$ cat config.mk
export PLATFORM = sky130hd
export DESIGN_NAME = sol_ctrl
export DESIGN_NICKNAME = d
export VERILOG_FILES = /design/src/design/sol_pkg.sv /design/src/design/sol_ctrl.sv
export SDC_FILE = /design/constraint.sdc
export NUM_CORES = 1
export LEC_CHECK = 0
export BUFFER_PORTS_ARGS = -buffer_cell sky130_fd_sc_hd__buf_2
export CAP_MARGIN = 20
export CORE_AREA = 3 3 40 42
export DETAILED_ROUTE_END_ITERATION = 10
export DIE_AREA = 0 0 43 45
export PLACE_DENSITY = 0.38
export SYNTH_ARGS = -nofsm -noshare
export SYNTH_HDL_FRONTEND = slang
export SYNTH_SLANG_ARGS = --single-unit
$ cat constraint.sdc
create_clock -name clk_i -period 1.3 [get_ports clk_i]
set_clock_uncertainty 0.05 [all_clocks]
set_input_delay 0.13 -clock clk_i [delete_from_list [all_inputs] [get_ports clk_i]]
set_output_delay 0.13 -clock clk_i [all_outputs]
set_load 0.02 [all_outputs]
$ cat src/design/sol_pkg.sv
// ----------------------------------------------------------------------------
// sol_pkg
// Shared types and codes for the segment offset locator.
// ----------------------------------------------------------------------------
package sol_pkg;

  localparam int unsigned ModeW   = 2;
  localparam int unsigned LenW    = 32;
  localparam int unsigned PosW    = 42;
  localparam int unsigned OffW    = 32;
  localparam int unsigned StatusW = 2;

  typedef enum logic [ModeW-1:0] {
    MODE_LOAD  = 2'd0,
    MODE_QUERY = 2'd1,
    MODE_CLEAR = 2'd2,
    MODE_NONE  = 2'd3
  } mode_e;

  typedef enum logic [StatusW-1:0] {
    ST_OK     = 2'd0,
    ST_BEYOND = 2'd1,
    ST_BEFORE = 2'd2
  } status_e;

  typedef enum logic {
    S_IDLE,
    S_SEARCH
  } state_e;

  // Commands from the controller to the datapath.
  typedef struct packed {
    logic load;     // append a segment length
    logic clear;    // empty the table, rewind the pointer
    logic start;    // latch the query position
    logic advance;  // move the pointer one segment forward
    logic finish;   // write an ok result
    logic err;      // write an error result
  } cmd_t;

  // Status from the datapath to the controller.
  typedef struct packed {
    logic q_err;    // query word at the input cannot be located
    logic more;     // pointer must move further
  } stat_t;

endpackage

$ cat src/design/sol_ctrl.sv
// ----------------------------------------------------------------------------
// sol_ctrl
// Controller: handshakes, search sequencing and result valid flag.
// ----------------------------------------------------------------------------
module sol_ctrl (
  input  logic                      clk_i,
  input  logic                      rst_ni,
  input  logic                      in_valid_i,
  input  logic [sol_pkg::ModeW-1:0] in_mode_i,
  output logic                      in_ready_o,
  output logic                      out_valid_o,
  input  logic                      out_ready_i,
  output sol_pkg::cmd_t             cmd_o,
  input  sol_pkg::stat_t            stat_i
);

  import sol_pkg::*;

  state_e state_q, state_d;
  logic   out_valid_q, out_valid_d;
  logic   accept;

  // The result register must be free (or emptying) before any word is taken,
  // so a query can always deliver its result.
  assign in_ready_o = (state_q == S_IDLE) && (!out_valid_q || out_ready_i);
  assign accept     = in_valid_i && in_ready_o;

  always_comb begin
    state_d = state_q;
    cmd_o   = '0;
    case (state_q)
      S_IDLE: begin
        if (accept) begin
          if (in_mode_i == MODE_LOAD) begin
            cmd_o.load = 1'b1;
          end else if (in_mode_i == MODE_CLEAR) begin
            cmd_o.clear = 1'b1;
          end else if (in_mode_i == MODE_QUERY) begin
            if (stat_i.q_err) begin
              cmd_o.err = 1'b1;
            end else begin
              cmd_o.start = 1'b1;
              state_d     = S_SEARCH;
            end
          end
        end
      end
      S_SEARCH: begin
        if (stat_i.more) begin
          cmd_o.advance = 1'b1;
        end else begin
          cmd_o.finish = 1'b1;
          state_d      = S_IDLE;
        end
      end
      default: begin
        state_d = S_IDLE;
      end
    endcase
    out_valid_d = (out_valid_q && !out_ready_i) || cmd_o.err || cmd_o.finish;
  end

  always_ff @(posedge clk_i or negedge rst_ni) begin
    if (!rst_ni) begin
      state_q     <= S_IDLE;
      out_valid_q <= 1'b0;
    end else begin
      state_q     <= state_d;
      out_valid_q <= out_valid_d;
    end
  end

  assign out_valid_o = out_valid_q;

endmodule

==> impl_metrics.env, run 1 <==
export IMPL_finalWirelength_um=533
export IMPL_drt_initial_drc_count=1
export IMPL_p_sw_mw=0.0860
export IMPL_synth_area_per_cell_um2=8.76
export IMPL_switching_share_pct=28.4
export IMPL_worst_slack_ns=-0.0636
export IMPL_r2r_slack_ns=0.13
export IMPL_viasPerCell=3.78
export IMPL_worstSetupPathType="reg -> out"
export IMPL_leakage_nw=0.178
export IMPL_netlist_top_cells_count="3 x nor2b_1, 2 x dfrtp_1, 2 x nor2_1, 2 x nor3_1"
export IMPL_r2r_cells=4
export IMPL_placed_area_um2=270
export IMPL_firstDrtPassIters=2
export IMPL_grt_ovfl_total=0
export IMPL_num_rows=13
export IMPL_antenna_found_initial=0
export IMPL_port_buffers=15
export IMPL_drt_drc_violations_left=0
export IMPL_worstPathArrival_ns=1.18
export IMPL_grt_pass1_vias=224
export IMPL_crit_path_end_kind="primary output"
export IMPL_ant_nets=0
export IMPL_finalMaxSlewViolations=0
export IMPL_synthArstFlopShare_pct=100
export IMPL_wl_met3_um=79
export IMPL_die_y_um=45
export IMPL_cts_buffers=3
export IMPL_routedWlPerCell_um=9.87
export IMPL_yosys_warnings=0
export IMPL_power_internal_mw=0.217
export IMPL_path_clk_slew_ns=0.03
export IMPL_synth_edf_count=0
export IMPL_vias=204
export IMPL_peakVddDrop_uv=315
export IMPL_gp_congestion=0.772
export IMPL_final_net_count=49
export IMPL_yosys_register_bits=2
export IMPL_core_area_mm2=0.00128
export IMPL_timing_fmax_ghz=0.733
export IMPL_rsz0062_at_grt="yes"
export IMPL_synth_top_area_share_pct=30.1
export IMPL_tightest_slew_ns=0.153
export IMPL_setup_viol=3
export IMPL_violations="negative setup slack"
export IMPL_critPathCapture="cmd_o[0]"
export IMPL_status="finished with violations"
export IMPL_netlist_instances=19
export IMPL_track_usage_pct=6.41
export IMPL_syn_area_um2=166
export IMPL_layout_min_cycle_time_ns=1.36
export IMPL_hold_path_class="in -> async"
export IMPL_layout_worst_path_cycle_share_pct=105
export IMPL_maxCapViolations=0
export IMPL_regArea_um2=50.0
export IMPL_numClockSinks=2
export IMPL_dr_max_layer_used="met3"
export IMPL_syn_nets=27
export IMPL_instances_no_fill=54
export IMPL_synth_most_common_cell="nor2b_1"
export IMPL_synth_area_leader_cell="dfrtp_1"
export IMPL_syn_to_final_growth_pct=97.7
export IMPL_yosysSeqAreaShare_pct=30.1
export IMPL_ios=16
export IMPL_drt_met1_wl_um=255
export IMPL_yosysUniqueCellTypes=14
export IMPL_synth_flop_cell="dfrtp_1"
export IMPL_drive_gt1_share_pct=69.2
export IMPL_comb_power_share_pct=31.7
export IMPL_dp_cells=49
export IMPL_dieArea_mm2=0.00194
export IMPL_r2r_end="out_valid_o$_DFF_PN0_"
export IMPL_stdcell_area_um2=329
export IMPL_root_buffer="clkbuf_4"
export IMPL_synthTopCellsByArea="dfrtp_1 30%, nor2b_1 11%, nand2b_4 8.3%"
export IMPL_crit_required_ns=1.12
export IMPL_grt_pass1_wl_um=897
export IMPL_multi_input_area_um2=131
export IMPL_grt_start_max_net_pins=5
export IMPL_p_clk_share_pct=43.8
export IMPL_num_antenna_cells=0
export IMPL_start_util_pct=13.0
export IMPL_slew_headroom_pct=89.7
export IMPL_critPathLaunch="state_q$_DFF_PN0_"
export IMPL_critPathLaunchType="flop"
export IMPL_fillerInstances=143
export IMPL_cts_htree_levels=1
export IMPL_regToRegStartpoint="out_valid_o$_DFF_PN0_"
export IMPL_cts_tree="done"
export IMPL_insertion_delay_ns=0.22
export IMPL_cts_buffer_depth=2
export IMPL_finalHoldViolCount=0
export IMPL_die_w_um=43
export IMPL_path_max_fanout=4
export IMPL_pwr_density_cell_mw_per_mm2=921
export IMPL_power_share_sequential_pct=24.4
export IMPL_wl_met2_um=197
## power groups by stage
stage,Sequential [mW],Combinational [mW],Clock (mW)
final,0.0740,0.0962,0.133
after global routing,0.0757,0.105,0.146
after CTS,0.0738,0.0932,0.144
after detailed placement,0.0743,0.0845,0
after global placement,0.0740,0.0830,0
after floorplan,0.0781,0.0465,0
## worst min-delay path by stage
stage,start,to,slack [ns],cells after the start
detailed placement,rst_ni,out_valid_o$_DFF_PN0_,-0.13,1
floorplan,rst_ni,out_valid_o$_DFF_PN0_,-0.22,0
CTS,rst_ni,out_valid_o$_DFF_PN0_,0.16,2
finish,rst_ni,out_valid_o$_DFF_PN0_,0.17,2
global placement,rst_ni,out_valid_o$_DFF_PN0_,-0.13,1
global route,rst_ni,out_valid_o$_DFF_PN0_,0.17,2
## final cells by class
type                            count  area share [%]
Timing Repair Buffer               17            32.3
Tap cell                           15            5.70
Sequential cell                     2            15.2
Clock buffer                        3            6.84
Multi-Input combinational cell     17            39.9
## routing by layer
metal	global-route usage, %	up-vias
met5	0	-
li1	-	106
met1	7.23	83
met2	8.68	15
met3	3.59	0
met4	5.42	0
## critical path: stages (launching register included)
cell and delay, ns:
dfrtp_1 0.39, nor2b_2 0.15, and2_4 0.15, and3_1 0.16
buf_6 0.12
## kinds of logic after synthesis
logic type | Yosys count | synth area share (%)
flip-flops | 2 | 30.1
AND/OR/NAND/NOR | 15 | 59.4
AO/OA/AOI/OAI | 2 | 10.5
## state kept, by name, indices dropped and copies added (netlist names)
name,count
state_q,1
out_valid_o,1
## metrics by stage
stage               TNS (ns)  setup WS, ns  power [mW]  utilization (%)  hold WS, ns
floorplan           -0.00845      -0.00845       0.125                -       -0.216
global placement           0         0.134       0.157             21.0       -0.135
detailed placement         0        0.0898       0.159             21.0       -0.132
CTS                   -0.403        -0.113       0.311             25.0        0.159
global route          -0.401        -0.118       0.327             25.6        0.174
finish                -0.139       -0.0636       0.303             25.6        0.166
## cells in the final DEF (no fill, tap or decap)
cell type,n
a21o_1,1
a311o_1,1
and2_2,1
and2_4,1
and3_1,1
buf_2,11
buf_4,4
buf_6,1
clkbuf_4,3
dfrtp_1,2
dlygate4sd3_1,1
nand2_2,1
nand2b_1,1
nand2b_4,1
nor2_1,2
nor2b_1,2
nor2b_2,2
nor3_1,1
nor3_2,1
nor3b_2,1
## what timing repair did
item / in CTS / in global routing
setup endpoints to repair: 4 / 5
endpoints found under the hold margin: 2 / 0
gates resized for setup: 4 / 3
hold buffers: 1 / 0
buffers inserted: 1 / 0
pin swaps: 3 / 2
(Power assumes the default switching activity.)
==> run 2, diff against run 1 <==
--- a/config.mk
+++ b/config.mk
@@ -7,9 +7,9 @@
 export LEC_CHECK = 0
 export BUFFER_PORTS_ARGS = -buffer_cell sky130_fd_sc_hd__buf_2
 export CAP_MARGIN = 20
-export CORE_AREA = 3 3 40 42
+export CORE_AREA = 2 2 39 41
 export DETAILED_ROUTE_END_ITERATION = 10
-export DIE_AREA = 0 0 43 45
+export DIE_AREA = 0 0 41 43
 export PLACE_DENSITY = 0.38
 export SYNTH_ARGS = -nofsm -noshare
 export SYNTH_HDL_FRONTEND = slang
==> run 2 against run 1 <==
- the flow still finishes with violations (negative setup slack)
- sequential share of layout area decreased by 1.3 points
- count of clock-buffer cells in the layout unchanged
- hold slack about the same
- maximum frequency about the same
- sequential power decreased by 0.9%
- total power increased by 3.9%
- non-clock buffer count increased by 2
- first-iteration DRC count unchanged
- combinational power increased by 10%
- die area decreased by 8.9%
- utilization increased by 0.34 points
- largest cell class unchanged
- largest power group unchanged
==> impl_metrics.env, run 2 (synthesis results as in run 1) <==
export IMPL_drive_gt1_share_pct=75.6
export IMPL_crit_path_end_kind="primary output"
export IMPL_fin_tns_setup_ns=-0.101
export IMPL_timing_fmax_ghz=0.733
export IMPL_path_clk_slew_ns=0.03
export IMPL_path_max_fanout=2
export IMPL_viasPerCell=3.72
export IMPL_crit_required_ns=1.12
export IMPL_port_buffers=15
export IMPL_grt_ovfl_total=0
export IMPL_setup_viol=2
export IMPL_leakage_nw=0.188
export IMPL_hold_path_class="in -> async"
export IMPL_r2r_cells=5
export IMPL_vias=212
export IMPL_grt_start_max_net_pins=5
export IMPL_dieArea_mm2=0.00176
export IMPL_core_area_mm2=0.00138
export IMPL_ios=16
export IMPL_firstDrtPassIters=2
export IMPL_finalWirelength_um=476
export IMPL_worst_slack_ns=-0.0642
export IMPL_routedWlPerCell_um=8.35
export IMPL_maxCapViolations=0
export IMPL_final_core_util_pct=25.9
export IMPL_syn_to_final_growth_pct=116
export IMPL_rsz0062_at_grt="yes"
export IMPL_antenna_found_initial=0
export IMPL_cts_buffer_depth=2
export IMPL_critPathLaunchType="flop"
export IMPL_num_rows=14
export IMPL_cts_buffers=3
export IMPL_slew_headroom_pct=89.2
export IMPL_pwr_density_cell_mw_per_mm2=877
export IMPL_insertion_delay_ns=0.22
export IMPL_finalHoldViolCount=0
export IMPL_peakVddDrop_uv=351
export IMPL_worstSetupPathType="reg -> out"
export IMPL_stdcell_area_um2=359
export IMPL_final_cell_mix="11 x buf_2, 5 x buf_4, 3 x clkbuf_4"
export IMPL_num_antenna_cells=0
export IMPL_start_util_pct=12.0
export IMPL_dp_hpwl_um=372
export IMPL_cts_tree="done"
export IMPL_drt_drc_violations_left=0
export IMPL_hold_slack_ns=0.166
export IMPL_die_w_um=41
export IMPL_root_buffer="clkbuf_4"
export IMPL_tightest_slew_ns=0.161
export IMPL_layout_worst_path_cycle_share_pct=105
export IMPL_grt_pass1_wl_um=793
export IMPL_power_mw=0.315
export IMPL_status="finished with violations"
export IMPL_fillerInstances=147
export IMPL_gp_congestion=0.607
export IMPL_ant_nets=0
export IMPL_layout_min_cycle_time_ns=1.36
export IMPL_placed_area_um2=272
export IMPL_layout_commonest_cell="buf_2"
export IMPL_cts_htree_levels=1
export IMPL_grt_pass1_vias=212
export IMPL_die_y_um=43
export IMPL_violations="negative setup slack"
export IMPL_track_usage_pct=7.34
export IMPL_final_net_count=51
export IMPL_worstPathArrival_ns=1.18
export IMPL_numClockSinks=2
export IMPL_finalMaxSlewViolations=0
export IMPL_drt_initial_drc_count=1
-- run 2: worst max-delay path, stage by stage, from the launching register on --
cell,delay [ns]
dfrtp_1,0.38
nor2b_2,0.14
and2_4,0.15
and3_4,0.18
buf_6,0.11
-- run 2: final cells by class --
cell class              instances  area (um2)  share of cell area (%)
well taps                      16        20.0                    5.57
flip-flops and latches          2        50.0                    13.9
multi-input cells              17         141                    39.4
repair buffers                 19         125                    34.8
clock buffers                   3        22.5                    6.27
-- run 2: worst paths after layout --
check | from | endpoint | slack [ns]
setup reg to reg | out_valid_o$_DFF_PN0_ | out_valid_o$_DFF_PN0_ | 0.06
hold reg to reg | state_q$_DFF_PN0_ | state_q$_DFF_PN0_ | 0.67
hold / removal | rst_ni | state_q$_DFF_PN0_ | 0.17
setup / recovery | state_q$_DFF_PN0_ | cmd_o[0] | -0.06
max in group asynchronous | rst_ni | out_valid_o$_DFF_PN0_ | 0.93
min in group clk_i | stat_i[1] | out_valid_o$_DFF_PN0_ | 0.19
-- run 2: per-stage QoR --
stage	worst slack [ns]	cells
after floorplan	-0.00845	19
after global placement	0.0895	50
after detailed placement	0.106	50
after CTS	-0.0891	56
after global routing	-0.119	57
final	-0.0642	57
-- run 2: report_power, final --
part	internal, mW	total, mW	switching, mW
Combinational	0.0551	0.106	0.0511
Sequential	0.0680	0.0733	0.00529
Clock	0.102	0.135	0.0337
Total	0.225	0.315	0.0900
-- run 2: repair_timing --
item / 4_1_cts / 5_1_grt
setup endpoints to repair: 4 / 4
resized for setup: 5 / 5
pin swaps: 4 / 2
setup buffers: 2 / 1
hold buffers: 1 / 0
endpoints found under the hold margin: 2 / 0
-- run 2: metal layers --
| layer | part of all wire, % | track usage [%] | routed length, um |
|---|---|---|---|
| met5 | 0 | 0 | 0 |
| met4 | 0 | 8.00 | 0 |
| met3 | 9.9 | 4.71 | 47 |
| met2 | 47 | 8.44 | 223 |
| met1 | 43 | 8.06 | 205 |
==> run 3, diff against run 2 <==
--- a/config.mk
+++ b/config.mk
@@ -10,7 +10,7 @@
 export CORE_AREA = 2 2 39 41
 export DETAILED_ROUTE_END_ITERATION = 10
 export DIE_AREA = 0 0 41 43
-export PLACE_DENSITY = 0.38
+export PLACE_DENSITY_LB_ADDON = 0.2
 export SYNTH_ARGS = -nofsm -noshare
 export SYNTH_HDL_FRONTEND = slang
 export SYNTH_SLANG_ARGS = --single-unit
==> constraint.sdc (replaced) <==
create_clock -name clk_i -period 1.3 [get_ports clk_i]
set_clock_uncertainty 0.05 [all_clocks]
set_input_delay 0.26 -clock clk_i [delete_from_list [all_inputs] [get_ports clk_i]]
set_output_delay 0.26 -clock clk_i [all_outputs]
set_load 0.02 [all_outputs]
==> run 3 against run 2 <==
- the run still ends with negative setup slack left
- clock power barely moved
- final area grew 9.8%
- count of clock-buffer cells in the layout is the same
- first-iteration DRC count rose to 4.0 times the previous value
- utilization increased by 2.5 points
- sequential power barely moved
- maximum frequency down 8.4%
- hold slack improved by 0.13 ns
- largest cell class unchanged
- highest routed layer unchanged
==> impl_metrics.env, run 3 (synthesis results as in run 1) <==
export IMPL_layout_worst_path_cycle_share_pct=115
export IMPL_rsz0062_at_grt="yes"
export IMPL_num_rows=14
export IMPL_cts_buffers=3
export IMPL_firstDrtPassIters=4
export IMPL_layout_min_cycle_time_ns=1.49
export IMPL_crit_cells=4
export IMPL_syn_to_final_growth_pct=137
export IMPL_r2r_slack_ns=0.05
export IMPL_violations="negative setup slack"
export IMPL_final_net_count=51
export IMPL_crit_required_ns=0.99
export IMPL_crit_slowest_cell="dfrtp_1"
export IMPL_gp_congestion=0.625
export IMPL_cts_buffer_depth=2
export IMPL_instances_no_fill=57
export IMPL_regToRegStartpoint="state_q$_DFF_PN0_"
export IMPL_insertion_delay_ns=0.22
export IMPL_critPathLaunchType="flop"
export IMPL_ios=16
export IMPL_critPathLaunch="state_q$_DFF_PN0_"
export IMPL_met1_usage_pct=8.04
export IMPL_slew_headroom_pct=88.9
export IMPL_grt_pass1_vias=220
export IMPL_start_util_pct=12.0
export IMPL_cts_htree_levels=1
export IMPL_slowest_delay_ns=0.38
export IMPL_vias=218
export IMPL_root_buffer="clkbuf_4"
export IMPL_finalHoldViolCount=0
export IMPL_drt_initial_drc_count=4
export IMPL_r2r_cells=4
export IMPL_final_cell_mix="8 x buf_2, 5 x buf_6, 5 x buf_4"
export IMPL_crit_buf_inv=1
export IMPL_drive_gt1_share_pct=80.5
export IMPL_tightest_slew_ns=0.166
export IMPL_finalWirelength_um=500
export IMPL_routedWlPerCell_um=8.77
export IMPL_num_antenna_cells=0
export IMPL_die_w_um=41
export IMPL_track_usage_pct=7.13
export IMPL_antenna_found_initial=0
export IMPL_status="finished with violations"
export IMPL_hold_path_class="in -> async"
export IMPL_port_buffers=15
export IMPL_layout_commonest_cell="buf_2"
export IMPL_dp_cells=52
export IMPL_drt_drc_violations_left=0
export IMPL_worstPathArrival_ns=1.18
export IMPL_worstSetupPathType="reg -> out"
export IMPL_ant_nets=0
export IMPL_cts_tree="done"
export IMPL_worstPathCellList="nor2b_2, and2_4, and3_4, buf_6"
export IMPL_crit_path_end_kind="primary output"
export IMPL_maxCapViolations=0
export IMPL_timing_fmax_ghz=0.671
export IMPL_power_mw=0.330
export IMPL_leakage_nw=0.196
export IMPL_setup_viol=7
export IMPL_peakVddDrop_uv=578
export IMPL_use_met3_pct=4.71
export IMPL_numClockSinks=2
export IMPL_grt_start_max_net_pins=5
export IMPL_place_ws_ns=-0.00775
export IMPL_worst_slack_ns=-0.190
export IMPL_cp_top_family="simple AND/OR/NAND/NOR gates"
export IMPL_path_max_fanout=2
export IMPL_use_met2_pct=8.75
export IMPL_grt_ovfl_total=0
export IMPL_r2r_end="out_valid_o$_DFF_PN0_"
export IMPL_gr_max_usage_layer="met2"
export IMPL_grt_pass1_wl_um=807
export IMPL_viasPerCell=3.82
export IMPL_dp_hpwl_um=403
export IMPL_dieArea_mm2=0.00176
export IMPL_die_y_um=43
export IMPL_finalMaxSlewViolations=0
export IMPL_pwr_density_cell_mw_per_mm2=836
export IMPL_core_area_mm2=0.00138
export IMPL_path_clk_slew_ns=0.03
export IMPL_critPathCapture="cmd_o[0]"
[run 3: worst min-delay path by stage]
stage,start,endpoint,slack (ns),depth (start not counted)
after floorplan,rst_ni,out_valid_o$_DFF_PN0_,-0.09,0
after global routing,rst_ni,state_q$_DFF_PN0_,0.30,2
after CTS,rst_ni,state_q$_DFF_PN0_,0.29,2
final,rst_ni,state_q$_DFF_PN0_,0.29,2
after detailed placement,rst_ni,out_valid_o$_DFF_PN0_,-0.002,1
after global placement,rst_ni,out_valid_o$_DFF_PN0_,-0.002,1
[run 3: report_power, final]
part	internal, mW	switching, mW	leakage [nW]	total (mW)
clock	0.102	0.0345	0.0138	0.136
sequential	0.0680	0.00525	0.0268	0.0733
combinational	0.0643	0.0557	0.156	0.120
total	0.234	0.0954	0.196	0.330
[run 3: cell type report]
class,count,area [um2]
multi-input combinational,17,158
sequential,2,50.0
tap,16,20.0
fill,159,990
timing repair buffer,19,144
clock buffer,3,22.5
[run 3: worst reg2reg max path: cells and delay by family (launching register included)]
family	cells	cell delay [ns]
AOI/OAI and AO/OA	1	0.32
buffers and inverters	2	0.25
DFF	1	0.38
and+or+nand+nor	1	0.12
[run 3: metal layers]
metal,vias to the layer above,part of all wire (%)
li1,110,-
met1,94,47
met2,14,42
met3,0,11
met4,0,0
met5,-,0
[run 3: repair_timing]
action,4_1_cts,5_1_grt
pin swaps,3,3
endpoints found under the hold margin,2,0
hold buffers,1,0
buffers inserted,1,0
resized for setup,18,2
endpoints found under the setup margin,7,7
[run 3: per-stage QoR]
step	utilization (%)	setup TNS, ns	hold slack [ns]	area (um2)
global route	28.5	-1.31	0.302	394
global placement	21.1	-0.0109	-0.00207	292
detailed placement	21.1	-0.00775	-0.00231	292
floorplan	-	-0.0581	-0.0856	181
CTS	27.8	-0.904	0.291	385
finish	28.5	-0.925	0.294	394
